[src/rtl/esq_pkg.sv]
// ----------------------------------------------------------------------------
// esq_pkg
// Shared codes and constants for the end stop event qualifier.
// ----------------------------------------------------------------------------
package esq_pkg;

  // action codes of a result
  localparam logic [1:0] ACT_NONE     = 2'd0;
  localparam logic [1:0] ACT_STOP_MAX = 2'd1;
  localparam logic [1:0] ACT_STOP_MIN = 2'd2;
  localparam logic [1:0] ACT_STOPPED  = 2'd3;

  // request commands
  localparam logic CMD_EVENT = 1'b0;
  localparam logic CMD_QUERY = 1'b1;

  // query end select
  localparam logic [1:0] END_MIN = 2'd0;
  localparam logic [1:0] END_MAX = 2'd1;

  // configuration register indexes
  localparam logic [1:0] REG_ENABLE_MASK = 2'd0;
  localparam logic [1:0] REG_INVERT_MASK = 2'd1;
  localparam logic [1:0] REG_MAX_MAP     = 2'd2;
  localparam logic [1:0] REG_MIN_MAP     = 2'd3;

  localparam logic [3:0]  NO_SWITCH       = 4'hf;
  localparam logic [31:0] RELEASE_HOLD_MS = 32'd5;
  localparam logic [7:0]  MASK_ALL        = 8'hff;

endpackage

[src/rtl/esq_ram.sv]
// ----------------------------------------------------------------------------
// esq_ram
// Generic single-write, single-read RAM with a registered read port.
// ----------------------------------------------------------------------------
module esq_ram #(
  parameter int WIDTH = 32,
  parameter int DEPTH = 8,
  parameter int AW    = (DEPTH > 1) ? $clog2(DEPTH) : 1
) (
  input  logic             clk,
  input  logic             we,
  input  logic [AW-1:0]    waddr,
  input  logic [WIDTH-1:0] wdata,
  input  logic             re,
  input  logic [AW-1:0]    raddr,
  output logic [WIDTH-1:0] rdata
);

  logic [WIDTH-1:0] mem [DEPTH];

  always_ff @(posedge clk) begin
    if (we) begin
      mem[waddr] <= wdata;
    end
    if (re) begin
      rdata <= mem[raddr];
    end
  end

endmodule

[src/rtl/end_stop_event_qualifier_core.sv]
// ----------------------------------------------------------------------------
// end_stop_event_qualifier_core
// Limit switch event qualification and end stop queries for a stepper
// controller.
// ----------------------------------------------------------------------------
// Usage: requests enter on in_valid/in_ready. A switch edge event (command 0)
// latches a press once per switch and returns the stop action; a query
// (command 1) returns whether the selected end stop of a stepper reads
// pressed; other end_select values read pressed. Each request yields exactly
// one result on out_valid/out_ready. A request and its deadline RAM read go
// into the qualify stage at acceptance, then into the output register;
// throughput is one request per cycle while results are taken. The RAM is
// written as a new press leaves the qualify stage, with a forward of the
// write that lands in the same cycle as the next read. When the receiver
// stalls, the output register and the qualify stage hold and in_ready drops
// once both are full. Reset (rst, synchronous) clears the press latches and
// restores the register defaults; deadlines are written before they are ever
// read, so the RAM needs no clearing pass. Configuration is written on
// cfg_we, by the user only while the block is idle, which is not enforced.
// ----------------------------------------------------------------------------
module end_stop_event_qualifier_core #(
  parameter int NUM_STEPPERS = 4,
  parameter int NUM_SWITCHES = 8
) (
  input  logic        clk,
  input  logic        rst,

  input  logic        cfg_we,
  input  logic [1:0]  cfg_index,
  input  logic [15:0] cfg_wdata,

  input  logic        in_valid,
  output logic        in_ready,
  input  logic        command,
  input  logic [2:0]  switch_index,
  input  logic [1:0]  stepper_index,
  input  logic        event_level,
  input  logic        homing_active,
  input  logic [31:0] now_ms,
  input  logic [1:0]  end_select,
  input  logic [7:0]  switch_levels,

  output logic        out_valid,
  input  logic        out_ready,
  output logic [1:0]  action,
  output logic [1:0]  action_stepper,
  output logic        end_triggered
);

  // switch_index is three bits wide, so at most eight switches carry state
  localparam int SW_DEPTH = (NUM_SWITCHES < 8) ? NUM_SWITCHES : 8;
  localparam int IDX_W    = (SW_DEPTH > 1) ? $clog2(SW_DEPTH) : 1;

  // configuration
  logic [7:0]  enable_mask;
  logic [7:0]  invert_mask;
  logic [15:0] max_switch_map;
  logic [15:0] min_switch_map;

  always_ff @(posedge clk) begin
    if (rst) begin
      enable_mask    <= 8'h00;
      invert_mask    <= esq_pkg::MASK_ALL;
      max_switch_map <= 16'hffff;
      min_switch_map <= 16'hffff;
    end else if (cfg_we) begin
      case (cfg_index)
        esq_pkg::REG_ENABLE_MASK: enable_mask    <= cfg_wdata[7:0];
        esq_pkg::REG_INVERT_MASK: invert_mask    <= cfg_wdata[7:0];
        esq_pkg::REG_MAX_MAP:     max_switch_map <= cfg_wdata;
        esq_pkg::REG_MIN_MAP:     min_switch_map <= cfg_wdata;
        default: ;
      endcase
    end
  end

  // qualify stage
  logic             s1_valid;
  logic             s1_command;
  logic [2:0]       s1_sw;
  logic [1:0]       s1_stepper;
  logic             s1_level;
  logic             s1_homing;
  logic [31:0]      s1_now;
  logic [1:0]       s1_end_sel;
  logic [7:0]       s1_levels;
  logic             s1_fwd_hit;
  logic [31:0]      s1_fwd_data;

  logic [SW_DEPTH-1:0] latched;

  logic             in_fire;
  logic             s1_adv;
  logic             wr_en;
  logic [IDX_W-1:0] wr_idx;
  logic [31:0]      wr_data;
  logic [31:0]      ram_rdata;
  logic             clr_en;

  logic [1:0]       act_next;
  logic [1:0]       act_stepper_next;
  logic             trig_next;

  assign s1_adv   = s1_valid && (!out_valid || out_ready);
  assign in_ready = !s1_valid || s1_adv;
  assign in_fire  = in_valid && in_ready;

  esq_ram #(
    .WIDTH (32),
    .DEPTH (SW_DEPTH)
  ) u_deadline_ram (
    .clk   (clk),
    .we    (wr_en),
    .waddr (wr_idx),
    .wdata (wr_data),
    .re    (in_fire),
    .raddr (switch_index[IDX_W-1:0]),
    .rdata (ram_rdata)
  );

  always_ff @(posedge clk) begin
    if (rst) begin
      s1_valid <= 1'b0;
    end else if (in_ready) begin
      s1_valid <= in_valid;
    end
  end

  always_ff @(posedge clk) begin
    if (in_fire) begin
      s1_command  <= command;
      s1_sw       <= switch_index;
      s1_stepper  <= stepper_index;
      s1_level    <= event_level;
      s1_homing   <= homing_active;
      s1_now      <= now_ms;
      s1_end_sel  <= end_select;
      s1_levels   <= switch_levels;
      // RAM read and write to the same entry at this edge: read sees old data
      s1_fwd_hit  <= wr_en && (wr_idx == switch_index[IDX_W-1:0]);
      s1_fwd_data <= wr_data;
    end
  end

  // qualify logic
  logic        sw_in_range;
  logic        sw_enabled;
  logic        pressed;
  logic        is_latched;
  logic [31:0] deadline;
  logic        stepper_ok;
  logic [3:0]  max_nib;
  logic [3:0]  min_nib;
  logic [3:0]  sel_nib;
  logic        set_latch;

  always_comb begin
    sw_in_range = 32'(s1_sw) < NUM_SWITCHES;
    sw_enabled  = sw_in_range && enable_mask[s1_sw];
    pressed     = s1_level ^ invert_mask[s1_sw];
    is_latched  = latched[s1_sw[IDX_W-1:0]];
    deadline    = s1_fwd_hit ? s1_fwd_data : ram_rdata;
    stepper_ok  = 32'(s1_stepper) < NUM_STEPPERS;
    max_nib     = stepper_ok ? max_switch_map[{s1_stepper, 2'b00} +: 4] : esq_pkg::NO_SWITCH;
    min_nib     = stepper_ok ? min_switch_map[{s1_stepper, 2'b00} +: 4] : esq_pkg::NO_SWITCH;
    sel_nib     = (s1_end_sel == esq_pkg::END_MAX) ? max_nib : min_nib;

    set_latch = 1'b0;
    clr_en    = 1'b0;
    act_next         = esq_pkg::ACT_NONE;
    act_stepper_next = 2'd0;
    trig_next        = 1'b0;

    if (s1_command == esq_pkg::CMD_EVENT) begin
      if (sw_enabled) begin
        if (pressed) begin
          if (!is_latched) begin
            set_latch = 1'b1;
            if (s1_homing && max_nib == {1'b0, s1_sw}) begin
              act_next         = esq_pkg::ACT_STOP_MAX;
              act_stepper_next = s1_stepper;
            end else if (s1_homing && min_nib == {1'b0, s1_sw}) begin
              act_next         = esq_pkg::ACT_STOP_MIN;
              act_stepper_next = s1_stepper;
            end else begin
              act_next = esq_pkg::ACT_STOPPED;
            end
          end
        end else if (is_latched && s1_now > deadline) begin
          clr_en = 1'b1;
        end
      end
    end else begin
      if (s1_end_sel == esq_pkg::END_MIN || s1_end_sel == esq_pkg::END_MAX) begin
        // an unmapped or missing switch reads not pressed
        if (32'(sel_nib) < NUM_SWITCHES && !sel_nib[3]) begin
          trig_next = s1_levels[sel_nib[2:0]] ^ invert_mask[sel_nib[2:0]];
        end
      end else begin
        trig_next = 1'b1;
      end
    end

    wr_en   = s1_adv && set_latch;
    wr_idx  = s1_sw[IDX_W-1:0];
    wr_data = s1_now + esq_pkg::RELEASE_HOLD_MS;
  end

  always_ff @(posedge clk) begin
    if (rst) begin
      latched <= '0;
    end else if (s1_adv) begin
      if (set_latch) begin
        latched[s1_sw[IDX_W-1:0]] <= 1'b1;
      end else if (clr_en) begin
        latched[s1_sw[IDX_W-1:0]] <= 1'b0;
      end
    end
  end

  // output register
  always_ff @(posedge clk) begin
    if (rst) begin
      out_valid <= 1'b0;
    end else if (s1_adv) begin
      out_valid <= 1'b1;
    end else if (out_ready) begin
      out_valid <= 1'b0;
    end
  end

  always_ff @(posedge clk) begin
    if (s1_adv) begin
      action         <= act_next;
      action_stepper <= act_stepper_next;
      end_triggered  <= trig_next;
    end
  end

  // checks
  a_ready_only_full: assert property (@(posedge clk) disable iff (rst)
    !in_ready |-> (s1_valid && out_valid && !out_ready))
    else $error("in_ready low while a stage is free");

  a_latch_gives_action: assert property (@(posedge clk) disable iff (rst)
    (s1_adv && set_latch) |-> (act_next != esq_pkg::ACT_NONE))
    else $error("new press latched without a stop action");

  a_event_no_trigger: assert property (@(posedge clk) disable iff (rst)
    (s1_adv && s1_command == esq_pkg::CMD_EVENT) |=> (out_valid && !end_triggered))
    else $error("event result carries a query answer");

  a_stepper_only_on_stop: assert property (@(posedge clk) disable iff (rst)
    (out_valid && (action == esq_pkg::ACT_NONE || action == esq_pkg::ACT_STOPPED))
      |-> (action_stepper == 2'd0))
    else $error("stepper reported without a stop action");

  a_latch_set_after_write: assert property (@(posedge clk) disable iff (rst)
    wr_en |=> latched[$past(wr_idx)])
    else $error("deadline written but latch not set");

endmodule

[config.mk]
export PLATFORM = sky130hd
export DESIGN_NAME = end_stop_event_qualifier_core
export DESIGN_NICKNAME = d
export VERILOG_FILES = /design/src/rtl/esq_pkg.sv /design/src/rtl/esq_ram.sv /design/src/rtl/end_stop_event_qualifier_core.sv
export SDC_FILE = /design/constraint.sdc
export NUM_CORES = 1
export LEC_CHECK = 0
export ABC_AREA = 1
export BUFFER_PORTS_ARGS = -buffer_cell sky130_fd_sc_hd__buf_4
export CORE_MARGIN = 2
export CORE_UTILIZATION = 40
export DETAILED_ROUTE_END_ITERATION = 12
export PLACE_DENSITY_LB_ADDON = 0.15
export SYNTH_ARGS = -nofsm -noshare
export SYNTH_HDL_FRONTEND = slang
export SYNTH_SLANG_ARGS = --single-unit
[constraint.sdc]
create_clock -name clk -period 5.89 [get_ports clk]
set_clock_uncertainty 0.1 [all_clocks]
set_input_delay 0.2945 -clock clk [delete_from_list [all_inputs] [get_ports clk]]
set_output_delay 0.2945 -clock clk [all_outputs]
set_load 0.02 [all_outputs]
Word level (Yosys, flattened, before mapping)
Memory sizes are Yosys's and may differ from the RTL's. A register that Yosys moved wholly into a read port is not among the register bits.
Index checks and enable logic that the tools add are counted.
Cells by class
  shift operators: 2
  multiplexer cells: 34
  equal/unequal tests: 7
  magnitude comparators: 5
  bitwise logic cells: 7
  reduce and logical (&&, ||, !) cells: 26
  add/sub/neg operators: 1
Operators by type and width (count)
  $add A32 B3 Y32 const B: 1
  $gt A32 B32 Y1: 1
  $mux W32: 1
  $shiftx A16 B5 Y4: 2
  $mux W1: 22
  $mux W8: 2
  $bmux W1 S3: 5
  $reduce_and A2 Y1: 5
  $logic_and A1 B1 Y1: 9
  $and A8 B8 Y8: 1
  $eq A4 B3 Y1: 2
  $lt A3 B4 Y1 const B: 2
  $not A8 Y8: 1
  $or A8 B8 Y8: 1
  $reduce_or A5 Y1: 1
  $eq A2 B1 Y1 const B: 2
  $eq A2 B2 Y1 const B: 2
  $logic_not A2 Y1: 2
  $lt A4 B4 Y1 const B: 1
  $mux W2: 2
  $mux W4: 1
  $reduce_bool A2 Y1: 2
  $reduce_or A4 Y1: 1
  $demux W1 S3: 1
  6 further kinds: 12
Word-level totals
  input bits: 73
  output and inout port bits: 7
  flip-flop bits (word level): 146
  RAM bits: 256
  logic and storage cells: 104
  memories kept: 1
Memories
  u_deadline_ram.mem: words 8, bits a word 32, read ports 1, clocked after Yosys merged registers in 1, wr ports 1, line esq_ram.sv:19  | logic [WIDTH-1:0] mem [DEPTH];

Longest topological paths before layout
Gate-level depths: netlist (run 1).
  word-level depth: 9
  depth in mapped cells: 17
  mapped depth without buffers: 15

Modules after synthesis
A second synthesis (run 1) with hierarchy kept.
Second synthesis, totals
  cells, all modules: 1973
  area total of the unflattened synthesis: 19672.6 um^2
Modules (own cells, without submodules)
  esq_ram: seq. area each 8648.3 um^2, cells an instance 1156, instances 1, area an instance 12192.9 um^2
  end_stop_event_qualifier_core: seq. area each 3803.6 um^2, cells an instance 817, instances 1, area an instance 7479.7 um^2

Worst setup path before layout (run 1)
Ideal clock, no wire load.
  kind: reg-to-reg
  start point: register out_valid
  end point: register s1_command, enable pin
  buffers on the path: 0
  cell stages (with the launch flop): 4
  clock period less this slack: 3.548 ns
  setup time: 0.468 ns
  path slack: 2.342 ns
  required time: 5.322 ns
  data arrival time: 2.980 ns
  path through: dfxtp_1 > nand3_1 > nand2_1 > inv_1
On the way
  longest elaborated chain between the ends: 5
RTL lines
  from (decl): line end_stop_event_qualifier_core.sv:43  | output logic out_valid,
  from (signal assigned): line end_stop_event_qualifier_core.sv:224  | out_valid <= 1'b0;
  from (signal assigned): line end_stop_event_qualifier_core.sv:226  | out_valid <= 1'b1;
  from (signal assigned): line end_stop_event_qualifier_core.sv:228  | out_valid <= 1'b0;
  $logic_not A1 Y1: line end_stop_event_qualifier_core.sv:104  | assign s1_adv = s1_valid && (!out_valid || out_ready);
  $logic_or A1 B1 Y1: line end_stop_event_qualifier_core.sv:104
  $logic_and A1 B1 Y1: line end_stop_event_qualifier_core.sv:104
  $logic_or A1 B1 Y1: line end_stop_event_qualifier_core.sv:105  | assign in_ready = !s1_valid || s1_adv;
  via in_ready: line end_stop_event_qualifier_core.sv:33  | output logic in_ready,
  $logic_and A1 B1 Y1: line end_stop_event_qualifier_core.sv:106  | assign in_fire = in_valid && in_ready;
  via in_fire: line end_stop_event_qualifier_core.sv:92  | logic in_fire;
  to (signal assigned): line end_stop_event_qualifier_core.sv:131  | s1_command <= command;
  to (decl): line end_stop_event_qualifier_core.sv:79  | logic s1_command;
The timed path passes the listed nets, and every way through them passes these cells.
A chain may end at the register's enable or synchronous reset.

Final worst setup path (run 1)
  start point: register s1_sw[1]
  end point: memory u_deadline_ram.mem[5][29], enable pin
On the way
  longest elaborated chain between the ends: 9
  elaborated cells on any way between the ends: 14
  classes of those cells: mux (12); bitwise (1); reduce/logical (1)
RTL lines
  from (decl): line end_stop_event_qualifier_core.sv:80  | logic [2:0] s1_sw;
  from (signal assigned): line end_stop_event_qualifier_core.sv:132  | s1_sw <= switch_index;
  $bmux W1 S3 (on tied branches): line end_stop_event_qualifier_core.sv:161, end_stop_event_qualifier_core.sv:160
  $mux W1 (on tied branches): line end_stop_event_qualifier_core.sv:161, end_stop_event_qualifier_core.sv:160
  $mux W1 / $xor A1 B1 Y1 (equally long branches): line end_stop_event_qualifier_core.sv:177, end_stop_event_qualifier_core.sv:160
  $mux W1: line end_stop_event_qualifier_core.sv:176  | if (pressed) begin
  $mux W1: line end_stop_event_qualifier_core.sv:175  | if (sw_enabled) begin
  $mux W1: line end_stop_event_qualifier_core.sv:174  | if (s1_command == esq_pkg::CMD_EVENT) begin
  $logic_and A1 B1 Y1: line end_stop_event_qualifier_core.sv:204  | wr_en = s1_adv && set_latch;
  $mux W1: line esq_ram.sv:22  | if (we) begin
  $mux W1 (implied by the code): line esq_ram.sv:23  | mem[waddr] <= wdata;
  to (decl): line esq_ram.sv:19
Several ways; a longest one is shown, not always the timed one. The select of a mux whose other input is x is not followed.

==> run_results.csv, run 1 <==
group,metric,value,unit
outcome,status,"complete, no violations",
global_route,grt_pass1_vias,12258,
setup_path,critPathMaxFanout,16,
sta,hold_slack,0.120,ns
sta,fin_crit_sh,59.7,%
sta,rsz0062_at_grt,"no",
cts,clock-root-buffer,"clkbuf_16",
layout,design_area,21800,um^2
power,irDropWorstVdd,0.182,mV
sta,drv_slew,0,
layout,area_growth,18.9,%
cts,clk_pin_slew,0.06,ns
detailed_routing,wirelength,45600,um
synthesis,synth_seq_area_share,67.9,%
sta,maxSlewHeadroom,26.6,%
floorplanning,die_area,47600,um^2
power,p_int,5.49,mW
layout,most-common-layout-cells,"edfxtp_1 (376), nor2_1 (268), nand2_1 (210)",
layout,final_nets,1831,
sta,final-setup-viol-count,0,
synthesis,synthCells,1576,
setup_path,required,6.04,ns
global_route,grt_max_degree,76,
detailed_routing,route.detailed.drc,0,
cts,post-cts-setup-buffers,0,
power,power.share.combinational,7.4,%
sta,final_hold_viol_count,0,
floorplanning,die_x,218,um
detailed_routing,wl_per_cell,19.3,um
setup_path,worst-setup-path-type,"reg2reg",
sta,tightest_slew,1.09,ns
synthesis,yosys_warnings,0,
floorplanning,num_rows,78,
detailed_routing,drt_pass1_iterations,5,
detailed_routing,initialDrtViolationCount,948,
floorplanning,initial_core_util,40.5,%
sta,max_freq,0.284,GHz
synthesis,synth_edf_count,376,
power,leakage,8.11,nW
detailed_routing,num_vias,12226,
cts,cts_made_buffers,48,
power,pwr_density_cell,323,nW/um^2
cts,clock_latency,0.57,ns
power,p_clk_share,43.0,%
place,dpl_cell_area,19500,um^2
power,swShare,22.1,%
floorplanning,io_pins,80,
layout,final_common_cell,"edfxtp_1",
synthesis,ys_ff_latch,434,
synthesis,synth_ff_type,"edfxtp_1",
layout,drive_gt1_share,13.0,%
cts,cts_resized,0,
floorplanning,die_h,218,um
place,hpwlAfterDp,27100,um
cts,clock_sinks,434,
cts,tritoncts,"done",
synthesis,synth_nets,1682,
sta,finalSetupTns,0,ns
job,maxCapViolations,0,
layout,n_antenna_cell,0,
sta,min_period,3.52,ns
detailed_routing,viasPerCell,5.18,
setup_path,cp-end-kind,"register",
global_route,grt_use_total,19.6,%
min_path,hp-class,"in2reg",
cts,cts_buffer_depth,3,
global_route,grt_pass1_wl,71200,um
power,pwr-share-seq,49.6,%
synthesis,synth_top_area_share,61.6,%
setup_path,arrival,3.66,ns
synthesis,avgSynthCellArea,11.6,um^2
global_route,globalRouteOverflowTotal,0,
detailed_routing,ant_nets,0,
cts,htreeDepth,2,
floorplanning,coreArea,45300,um^2
synthesis,synthesis.area,18300,um^2
place,gp_congestion,0.838,
place,io_buffer_count,79,
power,p_total,7.04,mW
power,power_switching,1.55,mW
global_route,antenna_found_initial,0,
synthesis,async_flop_share,0,%
setup_path,startpoint_type,"register",
synthesis,synth_top_area_cell,"edfxtp_1",
synthesis,synth_area_leaders,"edfxtp_1 (62%), dfxtp_1 (6.3%), nor2_1 (5.5%)",
synthesis,ys_types,46,
==> cell families after synthesis <==
group                    after synthesis  share of synthesized area (%)
AND/OR/NAND/NOR                      631                           15.1
buffers and inverters                149                           3.35
XOR/XNOR                              33                           1.58
AO/OA/AOI/OAI                        264                           8.03
adder cells (fa/ha/maj)               33                           2.25
flip-flops                           434                           67.9
multiplexers                          32                           1.75
==> what timing repair did <==
item	4_1_cts	5_1_grt
endpoints found under the hold margin	106	0
setup endpoints to repair	0	0
hold buffers	68	0
==> registers in the layout (all words and copies together), names as in the netlist, 2 cells and up, named ones only <==
name,count
invert_mask,8
s1_now,32
max_switch_map,16
min_switch_map,16
s1_levels,8
enable_mask,8
u_deadline_ram.mem,256
action,2
s1_sw,3
action_stepper,2
s1_fwd_data,32
u_deadline_ram.rdata,32
s1_stepper,2
s1_end_sel,2
==> per-stage QoR <==
| stage | utilization [%] | std cells | setup slack, ns |
|---|---|---|---|
| floorplan | - | 1576 | 2.34 |
| global placement | 43.1 | 2207 | 2.35 |
| detailed placement | 43.1 | 2207 | 2.35 |
| CTS | 48.1 | 2359 | 2.34 |
| global route | 48.1 | 2359 | 2.09 |
| finish | 48.1 | 2359 | 2.37 |
==> cells in the mapped netlist, types with 2 or more instances <==
cell        n
buf_4       4
nand4_1    16
mux2i_1    31
nor3_2      4
nand3_1    76
xor2_1     25
buf_1      12
inv_2      11
nand2_1   210
nand3b_1    5
o21ai_0   147
nand3_2     8
xnor2_1     8
nor2_4      3
o21ai_1     3
clkbuf_1   46
buf_2       4
nor4_2      2
nor3_1     12
nor4_1      5
inv_6       2
nor2_2      2
o22ai_1    38
a21oi_2     9
buf_6       3
a31oi_1    32
inv_1      65
nor2_1    268
ha_1       33
edfxtp_1  376
o211ai_1    6
a21oi_1    26
nand2_2    14
dfxtp_1    58
==> critical path, cell delays in order, from the launching register on <==
cell and delay [ns]:
edfxtp_1 0.61, inv_1 0.25, nand3_2 0.14, inv_2 0.06
nand2_1 0.05, nand2_1 0.05, nor2_1 0.12, nand2_1 0.11
nor2_4 0.14, nand3_4 0.13, nor2_8 0.21, nand2_2 0.09
inv_1 0.69, buf_4 0.41
==> worst paths after layout <==
path	start	to	slack, ns	cells past startpoint
hold / removal	cfg_index[1]	invert_mask[4]	0.12	5
hold reg to reg	max_switch_map[2]	max_switch_map[2]	0.36	2
setup / recovery	s1_sw[1]	u_deadline_ram.mem[5][29]	2.37	13
setup reg to reg	s1_sw[1]	u_deadline_ram.mem[5][29]	2.37	13
==> power groups by stage <==
stage               registers (mW)  clock network (mW)  logic, mW
floorplan                     3.53                   0      0.329
global placement              3.56                   0      0.482
detailed placement            3.55                   0      0.489
CTS                           3.49                3.11      0.526
global route                  3.50                3.23      0.588
finish                        3.49                3.03      0.524
==> per-layer routing <==
metal  part of all wire [%]  GRT usage [%]  routed length (um)  vias up
li1                       -              -                   -     5895
met1                     46           26.9               20800     6001
met2                     47           32.3               21600      273
met3                    4.9           2.94                2260       57
met4                    2.0           5.65                 898        0
met5                      0              0                   0        -
==> cell type report <==
| type | count | area, um^2 |
|---|---|---|
| clock buffers | 59 | 1260 |
| clock inverters | 25 | 312 |
| fillers | 4092 | 23500 |
| inverters | 80 | 317 |
| multi-input cells | 993 | 5260 |
| flip-flops and latches | 434 | 12500 |
| well taps | 600 | 751 |
| repair buffers | 168 | 1430 |
Power figures use the tool's default switching activity.
==> run 2, diff against run 1 <==
==> constraint.sdc (replaced) <==
create_clock -name clk -period 3.3 [get_ports clk]
set_clock_uncertainty 0.1 [all_clocks]
set_input_delay 0.165 -clock clk [delete_from_list [all_inputs] [get_ports clk]]
set_output_delay 0.165 -clock clk [all_outputs]
set_load 0.02 [all_outputs]
==> run 2 against run 1 <==
Effect of this change:
- sequential power is 78% higher
- first-iteration DRC count increased by 8.2%
- combinational power rose by 85%
- setup slack lost 2.0 ns
- largest power group unchanged
- clock power up 62%
- register-to-register slack got worse by 2.0 ns
- hold slack about the same
- routed wire length is 0.20% lower
==> run_results.csv, run 2 (synthesis gave the netlist of run 1 again) <==
group,metric,value,unit
outcome,status,"complete, no violations",
sta,finalSetupTns,0,ns
sta,final-setup-viol-count,0,
cts,cts_resized,0,
detailed_routing,num_vias,12168,
floorplanning,io_pins,80,
sta,rsz0062_at_grt,"no",
sta,fin_crit_sh,89.4,%
place,dp_cells,2224,
layout,drive_gt1_share,13.7,%
min_path,hold_start,"switch_index[0]",
setup_path,worst-setup-path-type,"reg2reg",
layout,final_cells,2379,
sta,hold_slack,0.120,ns
sta,min_period,2.95,ns
floorplanning,coreArea,45300,um^2
setup_path,critPathMaxFanout,16,
floorplanning,initial_core_util,40.5,%
global_route,grt_max_degree,84,
sta,max_freq,0.339,GHz
place,io_buffer_count,79,
layout,final_nets,1850,
detailed_routing,wirelength,45500,um
power,p_clk_share,40.6,%
sta,tightest_slew,1.10,ns
global_route,grt_pass1_wl,70700,um
place,pre_cts_ws,0.298,ns
power,leakage,8.20,nW
power,power.share.combinational,8.0,%
setup_path,startpoint_type,"register",
power,pwr-share-seq,51.4,%
power,pwr_density_cell,551,nW/um^2
setup_path,reg2regPathDepth,12,
job,maxCapViolations,0,
layout,design_area,21900,um^2
detailed_routing,drt_pass1_iterations,5,
power,power_switching,2.80,mW
setup_path,reg2reg_from,"s1_fwd_hit",
setup_path,required,3.66,ns
cts,tritoncts,"done",
cts,clock_latency,0.58,ns
sta,maxSlewHeadroom,26.2,%
sta,timing.final.ws_setup,0.349,ns
layout,final_common_cell,"edfxtp_1",
global_route,grt_use_total,19.5,%
place,dpl_cell_area,19800,um^2
cts,post-cts-setup-buffers,0,
power,p_int,9.28,mW
detailed_routing,route.detailed.drc,0,
setup_path,arrival,3.31,ns
cts,cts_made_buffers,47,
setup_path,rrSetupSlack,0.35,ns
global_route,grt_pass1_vias,12076,
layout,most-common-layout-cells,"edfxtp_1 (376), nor2_1 (268), nand2_1 (210)",
min_path,hp-class,"in2reg",
detailed_routing,ant_nets,0,
layout,regMostFlops,"u_deadline_ram.mem",
place,gp_congestion,0.862,
floorplanning,die_x,218,um
power,irDropWorstVdd,0.390,mV
sta,drv_slew,0,
cts,clock-root-buffer,"clkbuf_16",
layout,largest_register_ffs,256,
cts,clk_pin_slew,0.06,ns
global_route,globalRouteOverflowTotal,0,
layout,area_growth,19.6,%
setup_path,cp-end-kind,"register",
floorplanning,die_h,218,um
cts,htreeDepth,2,
place,hpwlAfterDp,27600,um
floorplanning,num_rows,78,
cts,clock_sinks,434,
power,swShare,23.1,%
layout,n_antenna_cell,0,
power,p_total,12.1,mW
floorplanning,die_area,47600,um^2
layout,fin_util,48.4,%
detailed_routing,wl_per_cell,19.1,um
cts,cts_buffer_depth,3,
global_route,antenna_found_initial,0,
sta,final_hold_viol_count,0,
setup_path,crit_start,"s1_fwd_hit",
detailed_routing,initialDrtViolationCount,1026,
detailed_routing,viasPerCell,5.11,
[run 2: metal layers]
layer | GRT usage (%) | share of wire, % | up-vias
met3 | 2.86 | 4.1 | 57
met2 | 31.6 | 47 | 238
met4 | 5.44 | 1.7 | 0
met5 | 0 | 0 | -
met1 | 27.4 | 47 | 5935
li1 | - | - | 5938
[run 2: worst max-delay path: stages, from the launching register on]
cell and delay (ns):
edfxtp_1 0.35, buf_4 0.34, mux2i_1 0.18, ha_1 0.32, nand2_1 0.08, nor2_1 0.15, nand3_1 0.16, nor3_1 0.45
nand2_1 0.15, nand2_1 0.25, nand4_1 0.12, nand2_1 0.10, a21oi_2 0.05
[run 2: repair_timing]
item,CTS,global route
setup endpoints to repair,0,0
hold endpoints to repair,107,0
hold buffers,71,0
[run 2: how the worst min path moves through the flow]
stage                 endpoint  cells after the start  slack, ns
floorplan           s1_command                      0       0.16
global placement    s1_now[21]                      1       0.24
detailed placement  s1_now[21]                      1       0.24
CTS                   s1_sw[0]                      2       0.07
global route          s1_sw[0]                      2        0.1
finish                s1_sw[0]                      2       0.12
[run 2: power by group through the flow]
stage	sequential (mW)	combinational [mW]	clock, mW
2_1_floorplan	6.30	0.588	0
3_3_place_gp	6.33	0.895	0
3_5_place_dp	6.33	0.909	0
4_1_cts	6.21	0.978	5.04
5_1_grt	6.22	1.09	5.25
6_report	6.21	0.969	4.90
[run 2: area by class of cell]
type                       instances  area, um^2
inverter                          80         318
timing repair buffer             188        1730
multi-input combinational        993        5260
clock buffer                      61        1240
sequential                       434       12500
tap                              600         751
fill                            4156       23400
clock inverter                    23         164
